## src/rtl/assert_macros.svh

```systemverilog
// Assertion macros shared by the RTL files of the record deframer.
// No dependencies; included by files that carry concurrent assertions.
`ifndef ASSERT_MACROS_SVH
`define ASSERT_MACROS_SVH

// Implication checked every clock, ignored while reset is high.
`define LPRD_ASSERT_IMP(lbl, clk, rst, ante, cons) \
   lbl: assert property (@(posedge clk) disable iff (rst) (ante) |-> (cons)) \
      else $error("deframer assertion failed");

// Next-cycle implication, also checked during reset.
`define LPRD_ASSERT_NEXT(lbl, clk, ante, cons) \
   lbl: assert property (@(posedge clk) (ante) |=> (cons)) \
      else $error("deframer assertion failed");

`endif

```

## src/rtl/lprd_pkg.sv

```systemverilog
// Package for the length-prefixed record deframer: types, codes, constants.
// No dependencies; used by lprd_parse, lprd_rsp_fifo and the top level.
`default_nettype none

package lprd_pkg;

   localparam int MAX_LEN_DIGITS = 5;
   localparam int PREFIX_LEN     = 10;
   localparam int RSP_DEPTH      = 4;

   localparam logic [15:0] MAX_LEN_RESET = 16'd4096;
   localparam logic [15:0] TOTAL_MAX     = 16'hFFFF;

   localparam logic [7:0] CHAR_PLUS  = 8'h2B;
   localparam logic [7:0] CHAR_COMMA = 8'h2C;
   localparam logic [7:0] CHAR_ZERO  = 8'h30;
   localparam logic [7:0] CHAR_NINE  = 8'h39;
   localparam logic [7:0] CHAR_CR    = 8'h0D;
   localparam logic [7:0] CHAR_LF    = 8'h0A;

   typedef enum logic [1:0] {
      KIND_BYTE    = 2'd0,
      KIND_ACCEPT  = 2'd1,
      KIND_DROP    = 2'd2,
      KIND_SUMMARY = 2'd3
   } kind_type;

   typedef enum logic [2:0] {
      PH_HUNT    = 3'd0,
      PH_DIGITS  = 3'd1,
      PH_PAYLOAD = 3'd2,
      PH_CR      = 3'd3,
      PH_LF      = 3'd4
   } phase_type;

   typedef struct packed {
      kind_type    item_kind;
      logic [7:0]  payload_byte;
      logic [15:0] total_len;
      logic        success;
      logic        run_last;
   } result_type;

   // Up to two results per item: the phase result and the end summary.
   typedef struct packed {
      logic [1:0] count;
      result_type first;
      result_type second;
   } push_type;

   // Characters of "+HTTPCGET:".
   function automatic logic [7:0] prefix_char(input logic [3:0] idx);
      logic [7:0] c;
      unique case (idx)
         4'd0:    c = 8'h2B;
         4'd1:    c = 8'h48;
         4'd2:    c = 8'h54;
         4'd3:    c = 8'h54;
         4'd4:    c = 8'h50;
         4'd5:    c = 8'h43;
         4'd6:    c = 8'h47;
         4'd7:    c = 8'h45;
         4'd8:    c = 8'h54;
         4'd9:    c = 8'h3A;
         default: c = 8'h00;
      endcase
      return c;
   endfunction

endpackage

`default_nettype wire

```

## src/rtl/lprd_parse.sv

```systemverilog
// Per-byte record parser: phase state, length field, running total.
// Uses lprd_pkg; produces up to two results per accepted item.
`default_nettype none

module lprd_parse (
   input  wire logic               clock,
   input  wire logic               reset,
   input  wire logic               in_accept,
   input  wire logic [7:0]         data_byte,
   input  wire logic               end_of_response,
   input  wire logic [15:0]        max_record_len,
   output lprd_pkg::push_type      push
);

   lprd_pkg::phase_type phase_ff, phase_in;
   logic [3:0]  prefix_index_ff, prefix_index_in;
   logic [16:0] declared_len_ff, declared_len_in;
   logic [2:0]  digit_count_ff, digit_count_in;
   logic [16:0] bytes_left_ff, bytes_left_in;
   logic [15:0] accepted_total_ff, accepted_total_in;

   logic        restart;
   logic        do_hunt;
   logic [3:0]  hunt_base;
   logic [3:0]  hunt_idx;
   logic        hunt_found;
   logic [3:0]  hunt_next;
   logic        is_digit;
   logic [3:0]  digit_val;
   logic [19:0] len_times_ten;
   logic [16:0] bytes_dec;
   logic [17:0] total_sum;
   logic        main_valid;
   lprd_pkg::kind_type main_kind;
   lprd_pkg::result_type main_res, sum_res;

   assign is_digit  = (data_byte >= lprd_pkg::CHAR_ZERO) && (data_byte <= lprd_pkg::CHAR_NINE);
   assign digit_val = 4'(data_byte - lprd_pkg::CHAR_ZERO);
   assign len_times_ten = {declared_len_ff, 3'b000} + 20'({declared_len_ff, 1'b0})
                          + 20'(digit_val);
   assign bytes_dec = (bytes_left_ff == 17'd0) ? 17'd0 : bytes_left_ff - 17'd1;
   assign total_sum = 18'(accepted_total_ff) + 18'(declared_len_ff);

   // Prefix matcher; a restart hunts from the first character again
   assign hunt_base = restart ? 4'd0 : prefix_index_ff;
   assign hunt_idx  = (hunt_base >= 4'(lprd_pkg::PREFIX_LEN)) ? 4'd0 : hunt_base;

   always_comb begin
      hunt_found = 1'b0;
      if (data_byte == lprd_pkg::prefix_char(hunt_idx)) begin
         if (hunt_idx == 4'(lprd_pkg::PREFIX_LEN - 1)) begin
            hunt_found = 1'b1;
            hunt_next  = 4'd0;
         end else begin
            hunt_next = hunt_idx + 4'd1;
         end
      end else begin
         hunt_next = (data_byte == lprd_pkg::CHAR_PLUS) ? 4'd1 : 4'd0;
      end
   end

   // Next state
   always_comb begin
      phase_in          = phase_ff;
      prefix_index_in   = prefix_index_ff;
      declared_len_in   = declared_len_ff;
      digit_count_in    = digit_count_ff;
      bytes_left_in     = bytes_left_ff;
      accepted_total_in = accepted_total_ff;
      restart    = 1'b0;
      do_hunt    = 1'b0;
      main_valid = 1'b0;
      main_kind  = lprd_pkg::KIND_DROP;

      unique case (phase_ff)
         lprd_pkg::PH_HUNT: begin
            do_hunt = 1'b1;
         end
         lprd_pkg::PH_DIGITS: begin
            if (is_digit) begin
               if (digit_count_ff >= 3'(lprd_pkg::MAX_LEN_DIGITS)) begin
                  restart = 1'b1;
               end else begin
                  declared_len_in = len_times_ten[16:0];
                  digit_count_in  = digit_count_ff + 3'd1;
               end
            end else if (data_byte == lprd_pkg::CHAR_COMMA && digit_count_ff != 3'd0) begin
               if (declared_len_ff > {1'b0, max_record_len}) begin
                  main_valid      = 1'b1;
                  phase_in        = lprd_pkg::PH_HUNT;
                  prefix_index_in = 4'd0;
               end else begin
                  bytes_left_in = declared_len_ff;
                  phase_in = (declared_len_ff == 17'd0) ? lprd_pkg::PH_CR
                                                        : lprd_pkg::PH_PAYLOAD;
               end
            end else begin
               restart = 1'b1;
            end
         end
         lprd_pkg::PH_PAYLOAD: begin
            main_valid    = 1'b1;
            main_kind     = lprd_pkg::KIND_BYTE;
            bytes_left_in = bytes_dec;
            if (bytes_dec == 17'd0) begin
               phase_in = lprd_pkg::PH_CR;
            end
         end
         lprd_pkg::PH_CR: begin
            if (data_byte == lprd_pkg::CHAR_CR) begin
               phase_in = lprd_pkg::PH_LF;
            end else begin
               main_valid = 1'b1;
               restart    = 1'b1;
            end
         end
         lprd_pkg::PH_LF: begin
            main_valid = 1'b1;
            if (data_byte == lprd_pkg::CHAR_LF) begin
               main_kind = lprd_pkg::KIND_ACCEPT;
               accepted_total_in = total_sum[17:16] != 2'b00 ? lprd_pkg::TOTAL_MAX
                                                              : total_sum[15:0];
               phase_in        = lprd_pkg::PH_HUNT;
               prefix_index_in = 4'd0;
            end else begin
               restart = 1'b1;
            end
         end
         default: begin
            restart = 1'b1;
         end
      endcase

      if (restart || do_hunt) begin
         phase_in        = hunt_found ? lprd_pkg::PH_DIGITS : lprd_pkg::PH_HUNT;
         prefix_index_in = hunt_next;
         if (hunt_found) begin
            declared_len_in = 17'd0;
            digit_count_in  = 3'd0;
         end
      end
   end

   // Results
   always_comb begin
      main_res.item_kind    = main_kind;
      main_res.payload_byte = (main_kind == lprd_pkg::KIND_BYTE) ? data_byte : 8'd0;
      main_res.total_len    = accepted_total_in;
      main_res.success      = 1'b0;
      main_res.run_last     = !end_of_response;

      sum_res.item_kind    = lprd_pkg::KIND_SUMMARY;
      sum_res.payload_byte = 8'd0;
      sum_res.total_len    = accepted_total_in;
      sum_res.success      = (accepted_total_in != 16'd0);
      sum_res.run_last     = 1'b1;

      push.count  = in_accept ? (2'(main_valid) + 2'(end_of_response)) : 2'd0;
      push.first  = main_valid ? main_res : sum_res;
      push.second = sum_res;
   end

   always_ff @(posedge clock) begin
      if (reset) begin
         phase_ff          <= lprd_pkg::PH_HUNT;
         prefix_index_ff   <= 4'd0;
         declared_len_ff   <= 17'd0;
         digit_count_ff    <= 3'd0;
         bytes_left_ff     <= 17'd0;
         accepted_total_ff <= 16'd0;
      end else if (in_accept) begin
         if (end_of_response) begin
            // summary given; start afresh
            phase_ff          <= lprd_pkg::PH_HUNT;
            prefix_index_ff   <= 4'd0;
            declared_len_ff   <= 17'd0;
            digit_count_ff    <= 3'd0;
            bytes_left_ff     <= 17'd0;
            accepted_total_ff <= 16'd0;
         end else begin
            phase_ff          <= phase_in;
            prefix_index_ff   <= prefix_index_in;
            declared_len_ff   <= declared_len_in;
            digit_count_ff    <= digit_count_in;
            bytes_left_ff     <= bytes_left_in;
            accepted_total_ff <= accepted_total_in;
         end
      end
   end

endmodule

`default_nettype wire

```

## src/rtl/lprd_rsp_fifo.sv

```systemverilog
// Result queue: takes up to two results a cycle, delivers one a cycle while out_ready is high.
// Uses lprd_pkg for the result and push types.
`default_nettype none

module lprd_rsp_fifo (
   input  wire logic                 clock,
   input  wire logic                 reset,
   input  wire lprd_pkg::push_type   push,
   output logic                      space_ok,
   output logic                      out_valid,
   input  wire logic                 out_ready,
   output lprd_pkg::result_type      out_res
);

   localparam int PTR_W = $clog2(lprd_pkg::RSP_DEPTH);
   localparam int CNT_W = $clog2(lprd_pkg::RSP_DEPTH + 1);

   lprd_pkg::result_type mem_ff [lprd_pkg::RSP_DEPTH];
   logic [PTR_W-1:0] wr_ptr_ff, wr_ptr_in;
   logic [PTR_W-1:0] rd_ptr_ff, rd_ptr_in;
   logic [CNT_W-1:0] count_ff, count_in;
   logic             pop;

   // Room for both results of one item regardless of the output side
   assign space_ok  = (count_ff <= CNT_W'(lprd_pkg::RSP_DEPTH - 2));
   assign out_valid = (count_ff != '0);
   assign out_res   = mem_ff[rd_ptr_ff];
   assign pop       = out_valid && out_ready;

   always_comb begin
      wr_ptr_in = wr_ptr_ff + PTR_W'(push.count);
      rd_ptr_in = rd_ptr_ff + PTR_W'(pop);
      count_in  = count_ff + CNT_W'(push.count) - CNT_W'(pop);
   end

   always_ff @(posedge clock) begin
      if (push.count != 2'd0) begin
         mem_ff[wr_ptr_ff] <= push.first;
      end
      if (push.count == 2'd2) begin
         mem_ff[wr_ptr_ff + PTR_W'(1)] <= push.second;
      end
   end

   always_ff @(posedge clock) begin
      if (reset) begin
         wr_ptr_ff <= '0;
         rd_ptr_ff <= '0;
         count_ff  <= '0;
      end else begin
         wr_ptr_ff <= wr_ptr_in;
         rd_ptr_ff <= rd_ptr_in;
         count_ff  <= count_in;
      end
   end

endmodule

`default_nettype wire

```

## src/rtl/length_prefixed_record_deframer_top.sv

```systemverilog
// Channel  Direction  Payload
// req      in         data_byte[7:0], end_of_response
// rsp      out        item_kind[1:0], payload_byte[7:0], total_len[15:0], success, run_last
// csr      in         max_record_len[15:0] (write only)
//
// One input item per cycle while req_ready is high; its results enter a 4-entry result queue the same cycle.
// An item yields 0, 1 or 2 results; the output side delivers one per cycle while rsp_ready is high.
// req_ready is low while the queue has fewer than two free entries.
// Synchronous reset clears parser state and queue; max_record_len returns to 4096.
// Depends on lprd_pkg, lprd_parse, lprd_rsp_fifo and assert_macros.svh.
`default_nettype none
`include "assert_macros.svh"

module length_prefixed_record_deframer_top (
   input  wire logic        clock,
   input  wire logic        reset,
   input  wire logic        req_valid,
   output logic             req_ready,
   input  wire logic [7:0]  req_data_byte,
   input  wire logic        req_end_of_response,
   output logic             rsp_valid,
   input  wire logic        rsp_ready,
   output logic [1:0]       rsp_item_kind,
   output logic [7:0]       rsp_payload_byte,
   output logic [15:0]      rsp_total_len,
   output logic             rsp_success,
   output logic             rsp_run_last,
   input  wire logic        csr_valid,
   output logic             csr_ready,
   input  wire logic [15:0] csr_data
);

   logic [15:0]          max_len_ff;
   logic                 req_accept;
   logic                 space_ok;
   lprd_pkg::push_type   push;
   lprd_pkg::result_type head;

   assign csr_ready  = 1'b1;
   assign req_ready  = space_ok;
   assign req_accept = req_valid && req_ready;

   always_ff @(posedge clock) begin
      if (reset) begin
         max_len_ff <= lprd_pkg::MAX_LEN_RESET;
      end else if (csr_valid && csr_ready) begin
         max_len_ff <= csr_data;
      end
   end

   lprd_parse u_parse (
      .clock           (clock),
      .reset           (reset),
      .in_accept       (req_accept),
      .data_byte       (req_data_byte),
      .end_of_response (req_end_of_response),
      .max_record_len  (max_len_ff),
      .push            (push)
   );

   lprd_rsp_fifo u_rsp_fifo (
      .clock     (clock),
      .reset     (reset),
      .push      (push),
      .space_ok  (space_ok),
      .out_valid (rsp_valid),
      .out_ready (rsp_ready),
      .out_res   (head)
   );

   assign rsp_item_kind    = head.item_kind;
   assign rsp_payload_byte = head.payload_byte;
   assign rsp_total_len    = head.total_len;
   assign rsp_success      = head.success;
   assign rsp_run_last     = head.run_last;

   `LPRD_ASSERT_NEXT(a_reset_empty, clock, reset, !rsp_valid)
   `LPRD_ASSERT_IMP(a_summary_last, clock, reset,
      rsp_valid && rsp_item_kind == lprd_pkg::KIND_SUMMARY, rsp_run_last)
   `LPRD_ASSERT_IMP(a_success_summary, clock, reset,
      rsp_valid && rsp_success, rsp_item_kind == lprd_pkg::KIND_SUMMARY)
   `LPRD_ASSERT_IMP(a_byte_kind, clock, reset,
      rsp_valid && rsp_payload_byte != 8'd0, rsp_item_kind == lprd_pkg::KIND_BYTE)

endmodule

`default_nettype wire

```

## config.mk

```make
export PLATFORM = sky130hd
export DESIGN_NAME = length_prefixed_record_deframer_top
export DESIGN_NICKNAME = d
export VERILOG_FILES = /design/src/rtl/lprd_pkg.sv /design/src/rtl/lprd_parse.sv /design/src/rtl/lprd_rsp_fifo.sv /design/src/rtl/length_prefixed_record_deframer_top.sv
export VERILOG_INCLUDE_DIRS = /design/src /design/src/rtl
export SDC_FILE = /design/constraint.sdc
export NUM_CORES = 1
export LEC_CHECK = 0
export BUFFER_PORTS_ARGS = -buffer_cell sky130_fd_sc_hd__buf_2
export CAP_MARGIN = 5
export CORE_UTILIZATION = 54
export CTS_CLUSTER_DIAMETER = 40
export CTS_CLUSTER_SIZE = 25
export DETAILED_ROUTE_END_ITERATION = 6
export PLACE_DENSITY = 0.72
export SLEW_MARGIN = 5
export SYNTH_ARGS = -nofsm -noshare
export SYNTH_HDL_FRONTEND = slang
export SYNTH_SLANG_ARGS = --single-unit
```

## constraint.sdc

```tcl
create_clock -name clock -period 5.8 [get_ports clock]
set_input_delay 0.58 -clock clock [delete_from_list [all_inputs] [get_ports clock]]
set_output_delay 0.58 -clock clock [all_outputs]
set_load 0.005 [all_outputs]
```

==> flow_summary.toml <==
[grt]
antenna_found_initial = 0
grt-ovfl-total = 0
grt_pass1_wl_mm = 45.9
grt.total_usage = 0.267
grt_max_degree = 69
grt_pass1_vias = 8864

[clock_network]
clock_path_buffers = 2
cts_max_level = 4
cts-resized-gates = 0
cts_buffers = 17
tritoncts = "done"
post_cts_buffers = 0
clk_latency_ns = 0.46
clk_pin_slew_ns = 0.08
numClockSinks = 195
clockRootBuffer = "clkbuf_16"
cts-hold-fix-buffers = 0

[logic_synthesis]
synth_edf_count = 68
yosys.area.top_type = "dfxtp_1"
synthTopCellsByArea = "dfxtp_1 (22%), edfxtp_1 (18%), ha_1 (8.2%)"
async_reset_ff_frac = 0
seq_area_frac_synth = 0.401
syn_inst = 1211
syn_area_per_cell_sq_um = 9.44
syn_nets = 1320
ys_warn_count = 0
synthFlopType = "dfxtp_1"
synth_top_cell_area_share = 0.222
synth_seq_cells = 195
synth_cell_type_count = 81
synthesis.area_sq_um = 11400

[sta]
hold_slack_ns = 0.354
finalSetupTns_ns = 0
relSlewSlack = 0.291
slew_viol_final = 0
fmax_ghz = 0.192
period_share = 0.898
worst_slack_ns = 0.589
finalCriticalPeriod_ns = 5.21
skew_ns = 0.0104
setup_viol = 0
worstMarginPinSlew_ns = 1.06
hold_viol = 0
rsz0062_at_grt = "false"

[floorplan]
coreArea_sq_um = 20500
pin_count = 61
std_cell_rows = 52
initial_core_util = 0.558
die_h_um = 147
die_area_sq_um = 21700
die_x_um = 147

[finish]
syn_to_final_growth_pct = 10.0
final_common_cell = "nor2_1"
seqCellArea_sq_um = 4590
multiInputGateArea_sq_um = 6360
num_antenna_cells = 0
finalNetCount = 1352
nFillCells = 1747
final_cell_mix = "nor2_1 (188), dfxtp_1 (126), a21oi_1 (105)"
drive_gt1_frac = 0.128
final_cells = 1526

[worst_setup_path]
slowest_stage = "o31ai_1"
cp.depth = 18
path_cells = "inv_1, ha_1, o31ai_1, nand4_1, and3_1, nor2_1, and3_1, inv_1, ha_1, inv_1, nor2_1, a41oi_1, a2bb2oi_1, xor2_1, a2111oi_4, a31o_1, a211oi_1, or3_1"
rr_worst_depth = 18
start_kind = "flop"
required_ns = 6.14
critPathKind = "reg2reg"
cp_data_arrival_time_ns = 5.55
crit_family = "compound AO/OA/AOI/OAI gates"
cpPeakStageDelay_ns = 0.54
cp_num_buf_inv = 3
crit_path_end_kind = "flop"
cpMostUsedCell = "inv_1"
crit_fanout = 9

[power]
fin_total_pwr_mw = 3.26
ir_drop_mv = 0.214
p_per_area_nw_per_um2 = 259
p_leak_nw = 4.84

[place]
dpl.hpwl_mm = 19.6
pre_cts_slack_ns = 0.513
portBuffers = 59
placed_cells = 1494
place_congestion = 0.859

[detailed_routing]
wl_mm = 28.1
dr.pass1.iters = 5
via_count = 9499
via_per_inst = 6.22
drtIter0Drc = 726
drc = 0
wl_per_cell_um = 18.4
ant_nets = 0

[hold_path]
whs_path_depth = 3
min_path_type = "in2reg"

[outcome]
status = "finished clean"

[job]
drv_cap = 0
-- layer usage --
metal  GRT usage  share of wire  up-vias  wire length (um)
li1            -              -     4555                 -
met1       0.360           0.44     4623             12200
met2       0.447           0.49      285             13700
met3      0.0410          0.060       36              1690
met4      0.0706          0.015        0               417
met5           0              0        -                 0
-- logic make-up after synthesis --
family,after synthesis,synth area share
buf+inv,124,0.0425
xor+xnor,46,0.0353
simple gates,411,0.171
fa+ha+maj,79,0.0891
other cells,1,0.000328
flops,195,0.401
compound gates,308,0.188
mux,47,0.0719
-- synthesized netlist by cell type (8+ instances only) --
cell type / count
xnor2_1: 32
nand2b_1: 15
mux2i_1: 18
nor3_1: 49
a22o_1: 14
nand4_1: 10
clkbuf_1: 63
inv_1: 48
a2bb2oi_1: 13
nand2_1: 51
nor2_1: 188
a32o_1: 33
dfxtp_1: 127
mux4_2: 28
xor2_1: 14
o21ai_0: 32
and2_1: 10
a31oi_1: 8
and3_1: 10
a21o_1: 13
or3_1: 8
a21oi_1: 105
nand3_1: 21
o22ai_1: 10
nor2b_1: 10
ha_1: 75
o211ai_1: 10
nor4_1: 14
edfxtp_1: 68
-- per-stage QoR --
stage,util,instance area [sq um]
floorplan,-,11400
global placement,0.584,12000
detailed placement,0.584,12000
CTS,0.614,12600
global route,0.614,12600
finish,0.614,12600
-- worst min-delay path: stages --
cell,delay [ns]
buf_2,0.07
mux2i_1,0.05
nor2_1,0.07
-- path summary, 6_finish.rpt --
kind	startpoint	to	slack [ns]
worst max-delay path	u_parse.digit_count_ff[1]	u_parse.declared_len_ff[15]	0.59
worst min-delay path	csr_data[8]	max_len_ff[8]	0.35
worst max register to register	u_parse.digit_count_ff[1]	u_parse.declared_len_ff[15]	0.59
worst min register to register	u_rsp_fifo.mem_ff[1][22]	u_rsp_fifo.mem_ff[1][22]	0.47
-- area by class of cell --
type | count | share of cell area
clock buffer | 17 | 0.0338
clock inverter | 15 | 0.0136
inverter | 50 | 0.0149
multi-input combinational | 892 | 0.506
sequential | 195 | 0.365
tap | 270 | 0.0269
timing repair buffer | 87 | 0.0402
-- power by group --
part | switching [mW] | leakage (nW) | internal [mW]
registers | 0.0753 | 1.60 | 1.47
logic | 0.262 | 2.94 | 0.246
clock network | 0.615 | 0.293 | 0.587
-- registers in the layout, summed over array words and instances, names as in the netlist --
register                   count
u_parse.prefix_index_ff        4
u_rsp_fifo.wr_ptr_ff           2
u_parse.accepted_total_ff     16
u_parse.phase_ff               3
u_parse.declared_len_ff       17
u_rsp_fifo.mem_ff            112
u_parse.digit_count_ff         3
u_rsp_fifo.rd_ptr_ff           2
u_rsp_fifo.count_ff            3
u_parse.bytes_left_ff         17
max_len_ff                    16
Note: power is estimated with default switching activity, not from simulation.
